===== src/mvp_ram.sv =====
module mvp_ram #(
	parameter int WIDTH = 32,
	parameter int DEPTH = 64
) (
	input  logic                                   clk,
	input  logic                                   we,
	input  logic [(DEPTH > 1 ? $clog2(DEPTH) : 1)-1:0] waddr,
	input  logic [WIDTH-1:0]                       wdata,
	input  logic [(DEPTH > 1 ? $clog2(DEPTH) : 1)-1:0] raddr,
	output logic [WIDTH-1:0]                       rdata
);
	logic [WIDTH-1:0] mem_q [DEPTH];

	// one write port, one registered read port
	always_ff @(posedge clk) begin
		if (we) mem_q[waddr] <= wdata;
		rdata <= mem_q[raddr];
	end
endmodule


===== config.mk =====
export PLATFORM = sky130hd
export DESIGN_NAME = mvp_ram
export DESIGN_NICKNAME = d
export VERILOG_FILES = /design/src/mvp_ram.sv
export SDC_FILE = /design/constraint.sdc
export NUM_CORES = 2
export LEC_CHECK = 0
export BUFFER_PORTS_ARGS = -buffer_cell sky130_fd_sc_hd__buf_2
export CORE_MARGIN = 3
export CORE_UTILIZATION = 55
export DETAILED_ROUTE_END_ITERATION = 7
export GPL_TIMING_DRIVEN = 0
export PLACE_DENSITY = 0.76
export SETUP_SLACK_MARGIN = 0.05
export SLEW_MARGIN = 20
export SYNTH_ARGS = -nofsm -noshare
export SYNTH_HDL_FRONTEND = slang
export SYNTH_SLANG_ARGS = --single-unit

===== constraint.sdc =====
create_clock -name clk -period 9.32 [get_ports clk]
set_input_delay 0 -clock clk [delete_from_list [all_inputs] [get_ports clk]]
set_output_delay 0 -clock clk [all_outputs]
set_load 0.01 [all_outputs]

# --- Yosys cells after proc, flatten, opt, wreduce, memory -nomap -nowiden ---
# Memory sizes are Yosys's and may differ from the RTL's. A register that Yosys moved wholly into a read port is not among the register bits.
# Index checks and enable logic that the tools add are counted.
op_classes:
  n_mux: 2
ops:
  columns: ["op", "count"]
  rows:
  - ["$mux W1", 2]
totals:
  mem_count: 1
  ram_bits: 2048
  register_bits: 0
  elab_cells: 3
  input_bits: 46
mem_list:
  columns: ["name", "words", "word_bits", "rd", "rd_ports_with_merged_regs", "wr", "line_no", "rtl"]
  rows:
  - ["mem_q", 64, 32, 1, 1, 1, "12", "logic [WIDTH-1:0] mem_q [DEPTH];"]

# --- Depth between registers and ports, before layout ---
logic_depth:
  ltp_word: 2
  mapped_depth: 10
  mapped_depth_nobuf: 5

# --- Least setup slack after synthesis ---
# No wires, ideal clock.
synth_timing:
  path_type: "input-to-reg"
  start: "in waddr[3] in the netlist's numbering"
  end: "mem mem_q[48][0] (enable)"
  slack_ns: 6.160
  path_stages: 4
  arrival_ns: 2.699
  cell_sequence: "clkbuf_1 nor2b_1 nand4b_1 nor3_1"
synth_rtl:
  columns: ["element", "line_no", "rtl"]
  rows:
  - ["start: declaration", "7", "input logic [(DEPTH > 1 ? $clog2(DEPTH) : 1)-1:0] waddr,"]
  - ["end: declaration", "12", null]
# No word-level cell before the write port.

==> summary.md <==
| Metric | Value |
|---|---|
| TritonCTS buffer count | `195` |
| Vias in the first global route | `42500` |
| Final GP Congestion | `0.866` |
| Synth top area cells | `edfxtp_1, mux4_2, mux2i_1, dfxtp_1, o22ai_1` |
| RSZ-0062 raised after global routing | `false` |
| Die height | `384 um` |
| Htree depth | `4` |
| Port bufs | `69` |
| Setup Crit Path Kind | `in2reg` |
| CP max-delay cell | `buf_1` |
| Clk Latency, worst-skew pair | `0.82 ns` |
| Post-DP HPWL | `156 mm` |
| DRT Pass-1 Iters | `8` |
| Most frequent CP cell | `buf_2` |
| Final Util | `0.646` |
| Combinational family with the most area after synthesis | `multiplexers` |
| Final #Nets | `3812` |
| CTS Buffer Depth | `3` |
| Total Power | `19.3 mW` |
| Num ports | `78` |
| Reg2Reg Capture Point | `rdata[18]` |
| Synth Flop Type | `edfxtp_1` |
| Root Driver | `clkbuf_16` |
| Gr usage total | `0.348` |
| Initial Util | `0.555` |
| Crit-path max FO | `13` |
| Initial DRC count | `9130` |
| Post-Synthesis Cell Area | `0.0785 mm2` |
| Post-Synth XOR/XNOR Area | `0` |
| Synth Area in Compound Gates | `0.0167` |
| Async SR Flop Fraction | `0` |
| GRT overflow | `0` |
| CTS Sinks | `2080` |
| Pwr Density | `211 mW/mm2` |
| Final cycle utilization of the critical path | `0.398` |
| Post-Layout Inst Area | `0.0915 mm2` |
| Synthesis Warnings | `0` |
| Post-Synth Simple-Gate Area | `0.0127` |
| Drt wl/cell | `43.3 um` |
| FF+latch count, synth | `2080` |
| Placement Cell Area | `0.0848 mm2` |
| Top cell type's share of synthesized area | `0.783` |
| Ratio of cells with drive above 1 in the final layout | `0.307` |
| First-pass GRT wire length | `345 mm` |
| Post-synth cell types | `34` |
| Cells after synthesis | `3324` |
| Max Slew Vio Count | `0` |
| Leak Pwr | `28.6 nW` |
| Critical-path cell list | `buf_2, buf_2, buf_2, buf_1, mux4_2, o22ai_1, nor2_1, a21oi_1, nor2_1` |
| FF-to-FF path depth | `4` |
| Area delta synth->final | `16.5%` |
| Yosys top cell by area | `edfxtp_1` |
| F_max | `0.269 GHz` |
| Worst VDD drop | `0.201 mV` |
| Post-Route WL | `252 mm` |
| Max-cap viol count | `0` |
| Crit end category | `register` |
| Clock-pin slew on the worst setup and hold paths | `0.07 ns` |
| Post-Synthesis Net Count | `3370` |
| Hold Fails Final Rpt | `0` |
| Antenna Nets Post-Route | `0` |
| Std-Cell Rows | `138` |
| Syn_area_per_cell | `23.6 um2` |
| Crit path required time | `10.02 ns` |
| Multiplexer share of the synthesized area | `0.168` |
| Adder-Cell Fraction of Synth Area | `0` |
| Reg2reg setup slack | `6.48 ns` |
| Largest net degree at the start of global routing | `65` |
| CTS tree | `yes` |
| Status | `complete, but fails checks` |
| Clock Skew | `0.0316 ns` |
| Worst Setup SP | `raddr[1]` |
| Post-synth EDFFs | `2048` |
| Worst Tran Pin Value | `1.35 ns` |
| Period minus WS final | `3.71 ns` |
| Startpoint types | `primary input` |
| Failing checks | `DRC` |
| CP max stage delay | `0.88 ns` |
| Worst EP arrival | `4.41 ns` |
| End of the critical path | `rdata[21]` |
| Die Area | `0.147 mm2` |
| # setup viols final | `0` |
| Final TNS setup | `0 ns` |
| Initial antenna violation count | `25` |
| Critical R2R Launch | `mem_q[19][18]` |
| Residual DRC | `5` |
| Vias after detailed routing | `42600` |
| Register area share after synthesis | `0.791` |
| Die Wd | `384 um` |
| Vias/cell | `7.30` |
| Slew margin rel. | `0.101` |
| Commonest cells in the netlist | `edfxtp_1, mux4_2, nor2_1` |
| Worst min-delay path class | `in2reg` |
| Core area | `0.142 mm2` |
| Most frequent cell after synthesis | `edfxtp_1` |
[registers in the layout, indices dropped and copies added, names as in the netlist]
register,flops
rdata,32
mem_q,2048
[metal layers]
metal | part of all wire | vias to the layer above | routed length (um) | global-route usage
li1 | - | 15200 | - | -
met1 | 0.30 | 21400 | 75500 | 0.442
met2 | 0.45 | 4859 | 113000 | 0.508
met3 | 0.17 | 1156 | 43900 | 0.131
met4 | 0.081 | 12 | 20400 | 0.224
met5 | 0.00027 | - | 69 | 0
[where the power goes]
group          internal (mW)  switching [mW]
Combinational          0.374           0.754
Sequential              10.4          0.0242
Clock                   4.27            3.51
[cell usage in the layout (no fill, tap or decap), types with 3 or more instances in the layout]
master and instances:
clkbuf_1 95, and3_1 4, a311oi_1 8, nand2_1 26, inv_6 3, nor3_1 5, buf_1 20, or3b_2 3
mux4_2 544, clkbuf_16 201, o32ai_1 4, diode_2 13, clkinv_8 5, dlygate4sd3_1 36, clkbuf_2 12, buf_2 97
nor2_1 75, bufinv_16 11, dfxtp_1 32, clkinvlp_4 15, mux2i_1 93, edfxtp_1 2048, a21oi_1 62, nand3_1 5
buf_12 65, nand3b_1 5, clkinv_1 43, buf_16 63, nor2b_1 15, nand2b_1 8, nor2_4 62, o22ai_1 84
buf_4 65, a41o_1 4, buf_6 6, or3_1 3, a22oi_1 12, clkinv_2 45, o221ai_1 27
[how the worst min path moves through the flow]
stage	cells past startpoint	end	slack (ns)	start
floorplan	0	mem_q[0][0]	0.1	wdata[0]
global placement	1	rdata[4]	0.40	rdata[4]
detailed placement	1	rdata[14]	0.39	rdata[14]
CTS	1	mem_q[18][31]	0.004	wdata[31]
global route	3	mem_q[53][1]	0.07	waddr[0]
finish	3	mem_q[53][1]	0.09	waddr[0]
[logic make-up after synthesis]
| logic type | after synthesis |
|---|---|
| AO/OA/AOI/OAI | 202 |
| buffers and inverters | 182 |
| flip-flops | 2080 |
| AND/OR/NAND/NOR | 223 |
| multiplexers | 637 |
[metrics by stage]
| stage | instances | setup WS [ns] | hold WS (ns) |
|---|---|---|---|
| 6_report | 5831 | 5.61 | 0.0877 |
| 5_1_grt | 5823 | 5.80 | 0.0728 |
| 4_1_cts | 5807 | 6.02 | 0.00414 |
| 3_5_place_dp | 5422 | 5.18 | 0.393 |
| 3_3_place_gp | 5283 | 2.47 | 0.396 |
| 2_1_floorplan | 3324 | 6.16 | 0.0989 |
[worst max-delay path: cells and delay by family]
kind / cells / cell delay [ns]
compound gates: 2 / 0.58
mux: 1 / 0.42
buf+inv: 4 / 2.19
simple gates: 2 / 1.18
[area by class of cell]
type                            instances  area (um2)
Sequential cell                      2080       62100
Fill cell                            8665       50100
Multi-Input combinational cell       1062       16000
Clock buffer                          235        5180
Timing Repair Buffer                  245        3910
Tap cell                             1890        2360
Clock inverter                        124         978
Buffer                                182         901
Antenna cell                           13        32.5
[what timing repair did]
action                                  CTS  global route
endpoints found under the hold margin  1193           640
hold buffers                             26            10
setup buffers                             0             0
gates resized for setup                   0             0
(Power assumes the default switching activity.)
