File: config.mk
export PLATFORM = sky130hd
export DESIGN_NAME = mvp_lane
export DESIGN_NICKNAME = d
export VERILOG_FILES = /design/src/mvp_pkg.sv /design/src/mvp_lane.sv
export SDC_FILE = /design/constraint.sdc
export NUM_CORES = 2
export LEC_CHECK = 0
export ABC_AREA = 1
export BUFFER_PORTS_ARGS = -buffer_cell sky130_fd_sc_hd__buf_2
export CORE_MARGIN = 10
export CORE_UTILIZATION = 45
export CTS_CLUSTER_SIZE = 12
export DETAILED_ROUTE_END_ITERATION = 10
export GPL_ROUTABILITY_DRIVEN = 0
export PLACE_DENSITY = 0.72
export SYNTH_ARGS = -nofsm -noshare
export SYNTH_HDL_FRONTEND = slang
export SYNTH_SLANG_ARGS = --single-unit
File: constraint.sdc
create_clock -name clk -period 39.7 [get_ports clk]
set_input_delay 3.97 -clock clk [delete_from_list [all_inputs] [get_ports clk]]
set_output_delay 3.97 -clock clk [all_outputs]
set_load 0.05 [all_outputs]
File: src/mvp_pkg.sv
package mvp_pkg;

	localparam int LANES        = 16;
	localparam int VDEPTH_DEF   = 1024;
	localparam int VLEN_W       = 11;
	localparam int ROWS_W       = 16;
	localparam int ADDR_W       = 3;
	localparam int DATA_W       = 32;
	localparam int FP_W         = 32;

	localparam logic [VLEN_W-1:0] VLEN_RST = 11'd1024;
	localparam logic [ROWS_W-1:0] ROWS_RST = 16'd1;
	localparam logic [FP_W-1:0]   QNAN     = 32'h7FC0_0000;
	localparam logic [FP_W-1:0]   POS_ZERO = 32'h0000_0000;

	// register index as decoded from paddr[2]
	typedef enum logic {
		REG_VLEN = 1'b0,
		REG_ROWS = 1'b1
	} reg_idx_t;

	typedef enum logic [1:0] {
		OP_LOAD    = 2'd0,
		OP_MATRIX  = 2'd1,
		OP_RESTART = 2'd2,
		OP_NONE    = 2'd3
	} op_t;

	// leading zero count over 48 bits
	function automatic logic [5:0] lzc48(input logic [47:0] x);
		logic [5:0] n;
		n = 6'd48;
		for (int i = 0; i < 48; i++) begin
			if (x[i]) n = 6'(47 - i);
		end
		return n;
	endfunction

	// round to nearest even and pack; sig[26] is the leading one, sig[2] round, sig[1:0] sticky
	function automatic logic [31:0] round_pack(input logic s, input logic signed [11:0] e,
			input logic [26:0] sig);
		logic [26:0]        sig2;
		logic [7:0]         ef;
		logic signed [11:0] shv;
		logic [4:0]         sh;
		logic [23:0]        m;
		logic               inc;
		logic [30:0]        body;
		sig2 = sig;
		ef   = 8'd0;
		shv  = 12'sd0;
		sh   = 5'd0;
		if (sig == 27'd0) return {s, 31'd0};
		if (e > 12'sd254) return {s, 8'hFF, 23'd0};
		if (e < 12'sd1) begin
			shv = 12'sd1 - e;
			if (shv > 12'sd26) begin
				sig2 = {26'd0, |sig};
			end else begin
				sh   = shv[4:0];
				sig2 = (sig >> sh) | {26'd0, |(sig & ~({27{1'b1}} << sh))};
			end
		end else begin
			ef = e[7:0];
		end
		m    = sig2[26:3];
		inc  = sig2[2] & ((|sig2[1:0]) | m[0]);
		body = {ef, m[22:0]} + {30'd0, inc};
		return {s, body};
	endfunction

	function automatic logic fp_is_nan(input logic [31:0] a);
		return (a[30:23] == 8'hFF) && (a[22:0] != 23'd0);
	endfunction

	// binary32 multiply, subnormals kept
	function automatic logic [31:0] fp_mul(input logic [31:0] a, input logic [31:0] b);
		logic               s;
		logic               a_inf, b_inf, a_zero, b_zero;
		logic [23:0]        ma, mb;
		logic [7:0]         ea, eb;
		logic [47:0]        p, pn;
		logic [5:0]         lz;
		logic signed [11:0] e;
		s      = a[31] ^ b[31];
		a_inf  = (a[30:23] == 8'hFF) && (a[22:0] == 23'd0);
		b_inf  = (b[30:23] == 8'hFF) && (b[22:0] == 23'd0);
		a_zero = (a[30:0] == 31'd0);
		b_zero = (b[30:0] == 31'd0);
		if (fp_is_nan(a) || fp_is_nan(b)) return QNAN;
		if ((a_inf && b_zero) || (b_inf && a_zero)) return QNAN;
		if (a_inf || b_inf) return {s, 8'hFF, 23'd0};
		if (a_zero || b_zero) return {s, 31'd0};
		ma = {a[30:23] != 8'd0, a[22:0]};
		mb = {b[30:23] != 8'd0, b[22:0]};
		ea = (a[30:23] == 8'd0) ? 8'd1 : a[30:23];
		eb = (b[30:23] == 8'd0) ? 8'd1 : b[30:23];
		p  = ma * mb;
		lz = lzc48(p);
		pn = p << lz;
		e  = $signed({4'd0, ea}) + $signed({4'd0, eb}) - 12'sd126 - $signed({6'd0, lz});
		return round_pack(s, e, {pn[47:22], |pn[21:0]});
	endfunction

	// binary32 add, subnormals kept
	function automatic logic [31:0] fp_add(input logic [31:0] a, input logic [31:0] b);
		logic               a_inf, b_inf;
		logic [31:0]        x, y;
		logic [23:0]        mx, my;
		logic [7:0]         ex, ey, d;
		logic [27:0]        xv, yf, yv, sum;
		logic [5:0]         lz, sh;
		logic [26:0]        sig;
		logic signed [11:0] e;
		a_inf = (a[30:23] == 8'hFF) && (a[22:0] == 23'd0);
		b_inf = (b[30:23] == 8'hFF) && (b[22:0] == 23'd0);
		if (fp_is_nan(a) || fp_is_nan(b)) return QNAN;
		if (a_inf && b_inf && (a[31] != b[31])) return QNAN;
		if (a_inf) return a;
		if (b_inf) return b;
		if ((a[30:0] == 31'd0) && (b[30:0] == 31'd0)) return {a[31] & b[31], 31'd0};
		if (a[30:0] >= b[30:0]) begin
			x = a;
			y = b;
		end else begin
			x = b;
			y = a;
		end
		mx = {x[30:23] != 8'd0, x[22:0]};
		my = {y[30:23] != 8'd0, y[22:0]};
		ex = (x[30:23] == 8'd0) ? 8'd1 : x[30:23];
		ey = (y[30:23] == 8'd0) ? 8'd1 : y[30:23];
		d  = ex - ey;
		xv = {1'b0, mx, 3'd0};
		yf = {1'b0, my, 3'd0};
		if (d > 8'd26) yv = {27'd0, 1'b1};
		else yv = (yf >> d[4:0]) | {27'd0, |(yf & ~({28{1'b1}} << d[4:0]))};
		sum = (x[31] == y[31]) ? (xv + yv) : (xv - yv);
		if (sum == 28'd0) return POS_ZERO;
		lz = lzc48({sum, 20'd0});
		if (sum[27]) begin
			sig = sum[27:1] | {26'd0, sum[0]};
			e   = $signed({4'd0, ex}) + 12'sd1;
		end else begin
			sh  = lz - 6'd1;
			sig = sum[26:0] << sh;
			e   = $signed({4'd0, ex}) - $signed({6'd0, sh});
		end
		return round_pack(x[31], e, sig);
	endfunction

endpackage

File: src/mvp_lane.sv
module mvp_lane (
	input  logic        clk,
	input  logic [31:0] vec_elem,
	input  logic [31:0] weight,
	output logic [31:0] prod_s1
);
	import mvp_pkg::*;

	// one lane product, registered
	always_ff @(posedge clk) begin
		prod_s1 <= fp_mul(vec_elem, weight);
	end
endmodule

* Yosys cells after proc, flatten, opt, wreduce, memory -nomap -nowiden
Index checks and enable logic that the tools add are counted.
Word-level totals: flip-flop bits (word level) 32, input port bits 65, output and inout bits 32, word-level logic and storage cells 148
Operators by class: add/sub/neg operators 5, $mul 1, magnitude comparators 3, equality and inequality tests 2, shift-type cells 3, mux-type cells 102, bitwise operators 6, reduce and logical (&&, ||, !) cells 25
Operators with widths (count):
- two-way mux 32 bit | 12
- two-way mux 6 bit | 51
- two-way mux 26 bit | 8
- two-way mux 8 bit | 9
- logical NOT 31 bit | 2
- multiplier 24 x 24 -> 48 bit | 1
- OR reduction 48 bit | 1
- left shift 48 x 6 -> 48 bit | 1
- logical NOT 23 bit | 2
- nonzero test 23 bit | 2
- adder 31 x 1 -> 31 bit | 1
- AND 27 bit | 1
- logical NOT 27 bit | 1
- NOT 27 bit | 1
- OR reduction 27 bit | 1
- left shift 27 x 5 -> 27 bit (first input constant) | 1
- right shift 27 x 5 -> 26 bit | 1
- OR 26 x 1 -> 26 bit | 1
- OR reduction 22 bit | 1
- two-way mux 1 bit | 21
- equality test 8 bit (second input constant) | 2
- logical NOT 8 bit | 2
- nonzero test 8 bit | 2
- greater-than comparator 12 x 6 -> 1 bit (second input constant) | 1
- 13 further kinds | 21

* Depth between registers and ports, before layout
depth after elaboration 83, gate-level depth with buffers 93, mapped depth without buffers 89

* Worst setup path after synthesis
No wires, ideal clock.
path kind input -> register, start point in vec_elem[27], end point reg prod_s1[22], setup time 0.112 ns, arrival 15.141 ns, required time 39.588 ns, path slack 24.447 ns, stages on the path 62, path buffers 2, path through or4_1 > nor2_1 > clkbuf_1 > nor2_1 > fa_1 > inv_1 > fa_1 > fa_1 > fa_1 > fa_1 > fa_1 > fa_1 > inv_1 > ha_1 > nand2_1 > nor2_1 > inv_1 > o21a_2 > (+26 left out) > inv_2 > nor2_1 > nand2_2 > nand2_4 > nand2_2 > clkinv_1 > nand3_1 > o21ai_1 > nand3_2 > inv_1 > ha_1 > nand3_2 > nor2_2 > nand3_1 > nor3_2 > nand3_1 > nand2_1 > nand2_1
On the way: word-level cells in the longest chain between the ends 56, elaborated cells on any way between the ends 103, classes of those cells add/sub (5); mul (1); order compare (3); eq/ne (1); shift (3); mux (69); bitwise (5); reduce/logical (16)
Ends and longest elaborated chain:
- start, declared | line mvp_lane.sv:3 | input logic [31:0] vec_elem,
- nonzero test 8 bit | line mvp_pkg.sv:94 | ma = {a[30:23] != 8'd0, a[22:0]};
- multiplier 24 x 24 -> 48 bit | line mvp_pkg.sv:98 | p = ma * mb;
- two-way mux 6 bit (25 in series) | line mvp_pkg.sv:34 | if (x[i]) n = 6'(47 - i);
- two-way mux 6 bit | line mvp_pkg.sv:94
- two-way mux 6 bit | line mvp_pkg.sv:93 | if (a_zero || b_zero) return {s, 31'd0};
- two-way mux 6 bit | line mvp_pkg.sv:92 | if (a_inf || b_inf) return {s, 8'hFF, 23'd0};
- two-way mux 6 bit | line mvp_pkg.sv:91 | if ((a_inf && b_zero) || (b_inf && a_zero)) return QNAN;
- subtractor 10 x 7 -> 11 bit | line mvp_pkg.sv:101 | e = $signed({4'd0, ea}) + $signed({4'd0, eb}) - 12'sd126 - $signed({6'd0, lz});
- (+16 left out)
- AND 1 bit | line mvp_pkg.sv:67 | inc = sig2[2] & ((|sig2[1:0]) | m[0]);
- adder 31 x 1 -> 31 bit | line mvp_pkg.sv:68 | body = {ef, m[22:0]} + {30'd0, inc};
- two-way mux 32 bit | line mvp_pkg.sv:55 | if (e < 12'sd1) begin
- two-way mux 32 bit | line mvp_pkg.sv:54 | if (e > 12'sd254) return {s, 8'hFF, 23'd0};
- two-way mux 32 bit | line mvp_pkg.sv:94
- two-way mux 32 bit | line mvp_pkg.sv:93
- two-way mux 32 bit | line mvp_pkg.sv:92
- two-way mux 32 bit (*) | line mvp_pkg.sv:91
- end signal, assigned | line mvp_lane.sv:11 | prod_s1 <= fp_mul(vec_elem, weight);
- end, declared | line mvp_lane.sv:5 | output logic [31:0] prod_s1
Every way passes the cells marked *; elsewhere a longest branch is shown, timed or not. The select of a mux whose other input is x is not followed.

* Final worst setup path
start point in weight[9], end point reg prod_s1[30]
On the way: word-level cells in the longest chain between the ends 69, elaborated cells on any way between the ends 120, classes of those cells add/sub (3); mul (1); order compare (3); shift (3); mux (89); bitwise (5); reduce/logical (16)
Ends and longest elaborated chain:
- start, declared | line mvp_lane.sv:4 | input logic [31:0] weight,
- multiplier 24 x 24 -> 48 bit | line mvp_pkg.sv:98
- two-way mux 6 bit (39 in series) | line mvp_pkg.sv:34
- two-way mux 6 bit | line mvp_pkg.sv:94
- two-way mux 6 bit | line mvp_pkg.sv:93
- two-way mux 6 bit | line mvp_pkg.sv:92
- two-way mux 6 bit | line mvp_pkg.sv:91
- subtractor 10 x 7 -> 11 bit | line mvp_pkg.sv:101
- subtractor 2 x 11 -> 12 bit | line mvp_pkg.sv:56 | shv = 12'sd1 - e;
- (+15 left out)
- AND 1 bit | line mvp_pkg.sv:67
- adder 31 x 1 -> 31 bit | line mvp_pkg.sv:68
- two-way mux 32 bit | line mvp_pkg.sv:55
- two-way mux 32 bit | line mvp_pkg.sv:54
- two-way mux 32 bit | line mvp_pkg.sv:94
- two-way mux 32 bit | line mvp_pkg.sv:93
- two-way mux 32 bit | line mvp_pkg.sv:92
- two-way mux 32 bit (*) | line mvp_pkg.sv:91
Marks and branches as above.

==> flow_summary.yaml <==
status:
  status: "complete, no violations"
synth:
  ys_seq_elements: 32
  synth_compound_area_frac: 0.05032
  synthFlopType: "dfxtp_1"
  synth.distinct_cells: 71
  ys_seq_area_frac: 0.02236
  synth.net_count: 5115
  synth_edf_count: 0
  synth-simple-area-share: 0.3013
  synthCells: 4366
  synthAdderAreaFrac: 0.4254
  synth_top_family_by_area: "adder cells"
  synth_mux_area_frac: 0
  synth_xor_area_frac: 0.01581
  postSynthAreaPerCell_sq_um: 6.561
  synthesis.area_sq_um: 28640
  synthArstFlopShare: 0
  yosys_warnings: 0
routing:
  drtPass1Iterations: 6
  drc_errors: 0
  drtIter0Drc: 2821
  wire_per_inst_um: 15.92
  avgViaCountPerCell: 5.277
  drt_wl_total_um: 81410
  vias: 26990
  ant_nets: 0
sta:
  setup_tns_ns: 0
  period_share: 0.4265
  finalSetupViolations: 0
  rsz0062_at_grt: "false"
  tightest_slew_ns: 1.123
  maxSlewHeadroom: 0.2464
  hold_viol: 0
  timing.fmax_mhz: 59.06
  slew_violations: 0
  fin_crit_ns: 16.93
grt:
  grtUsageTotal: 0.2222
  grt_max_degree: 58
  grtUsageMet3: 0.01595
  antenna_found_initial: 0
  grtUsageMet1: 0.2963
  grt.busiest_layer: "met2"
  met2_usage: 0.3834
  grt_pass1_wl_um: 137600
  grt_pass1_vias: 27100
  gr-total-overflow: 0
cts:
  postCtsSetupBuffers: 0
  cts_sinks: 32
  ctsResizeCount: 0
  clk_path_buf_depth: 2
  clock-root-buffer: "clkbuf_16"
  ctsHoldBuffers: 0
  cts.clk_slew.worst_paths_ns: 0.05
  cts_htree_levels: 2
  cts_buffers: 5
  cts_tree: "built"
worst_setup_path:
  crit_path_end_kind: "flip-flop"
  cp.arrival_ns: 17.07
  critPathSlowestCell: "nor2_1"
  cp.required_ns: 39.84
  crit_family: "adder cells"
  crit_path_end: "prod_s1[30]$_SDFF_PP1_"
  worstPathMaxFanout: 57
  cpMostUsedCell: "nand2_1"
  crit_start: "weight[9]"
  crit_buf_inv: 17
  critPathKind: "in -> reg"
  critPathLaunchType: "input port"
  cp.depth: 76
  max_stage_delay_ns: 0.59
die:
  ioPinCount: 97
  rows: 92
  die_w_um: 272.3
  start_util: 0.4541
  dieArea_sq_um: 74150
  die_h_um: 272.3
  coreArea_sq_um: 63080
finish:
  layout-drive-gt1-share: 0.05997
  fin_cells: 5115
  nets: 5018
  top_register: "prod_s1"
  insertedDiodeCount: 0
  area_growth_pct: 3.215
  reg_top3: "prod_s1 (32)"
  fin_area_sq_um: 29570
  largest_reg_flops: 32
min_path:
  holdPathStages: 3
  hold_class: "in -> reg"
place:
  placed_cells: 5108
  placed_area_sq_um: 29410
  port_buffers: 96
  dp_hpwl_um: 65250
run:
  max_cap_violations: 0
## worst min path at each step
| stage | from | endpoint | slack (ns) |
|---|---|---|---|
| 5_1_grt | vec_elem[31] | prod_s1[31]$_SDFF_PP0_ | 4.00 |
| 4_1_cts | vec_elem[31] | prod_s1[31]$_SDFF_PP0_ | 3.96 |
| 6_report | vec_elem[31] | prod_s1[31]$_SDFF_PP0_ | 3.95 |
| 2_1_floorplan | vec_elem[31] | prod_s1[31]$_SDFF_PP0_ | 4.12 |
| 3_5_place_dp | vec_elem[31] | prod_s1[31]$_SDFF_PP0_ | 4.24 |
| 3_3_place_gp | vec_elem[31] | prod_s1[31]$_SDFF_PP0_ | 4.23 |
## Yosys cell counts (all sizes together) (32+ instances only)
cell type	instances	share of area
nor2	196	0.028
inv	1163	0.15
nand4	36	0.0079
o21ai	71	0.013
fa	483	0.34
a21oi	93	0.018
nand3	543	0.098
dfxtp	32	0.022
clkbuf	172	0.023
ha	201	0.088
nand2	1165	0.16
buf	42	0.0084
## layout by cell type (no fill, tap or decap), types with 7 or more instances in the layout
cell type / n
nand3_1: 529
nor4_1: 10
o21ai_0: 43
a21oi_2: 10
a31oi_1: 8
buf_2: 96
clkinv_1: 8
nand4_1: 36
xnor2_1: 22
nor3_2: 7
nand2_1: 1134
nor2_1: 178
inv_1: 1130
xor2_1: 21
nand3_2: 11
nor2_2: 14
inv_2: 32
fa_1: 483
nor3_1: 14
dfxtp_1: 32
ha_1: 201
buf_4: 14
o21ai_1: 23
a21oi_1: 81
nand2_2: 26
## cell families after synthesis
group | Yosys count
AOI/OAI and AO/OA | 227
xor gates and xnor gates | 47
adders and majority gates | 684
buffers and inverters | 1387
DFF | 32
and+or+nand+nor | 1989
## layer usage
layer / vias to the layer above / wire length (um)
li1: 12720 / -
met1: 12930 / 34240
met2: 1141 / 39220
met3: 197 / 5731
met4: 0 / 2225
met5: - / 0
## stage by stage
stage	hold WS, ns	util	setup slack [ns]
floorplan	4.122	-	24.45
global route	3.997	0.4687	21.74
finish	3.951	0.4687	22.77
global placement	4.230	0.4663	22.83
detailed placement	4.241	0.4663	22.66
CTS	3.956	0.4687	22.94
## tightest hold or removal path, stage by stage
cell and delay (ns):
buf_2 0.08, xnor2_1 0.05, nor2_1 0.08
## final cells by class
cell class	instances	area, sq um
tap	846	1059
inverter	1173	4408
timing repair buffer	110	585.6
clock buffer	7	152.6
multi-input combinational	2947	22720
fill	6603	33510
sequential	32	640.6
Power is not shown: default switching activity piles up to over one toggle a cycle in this logic, so the estimate is an artifact.
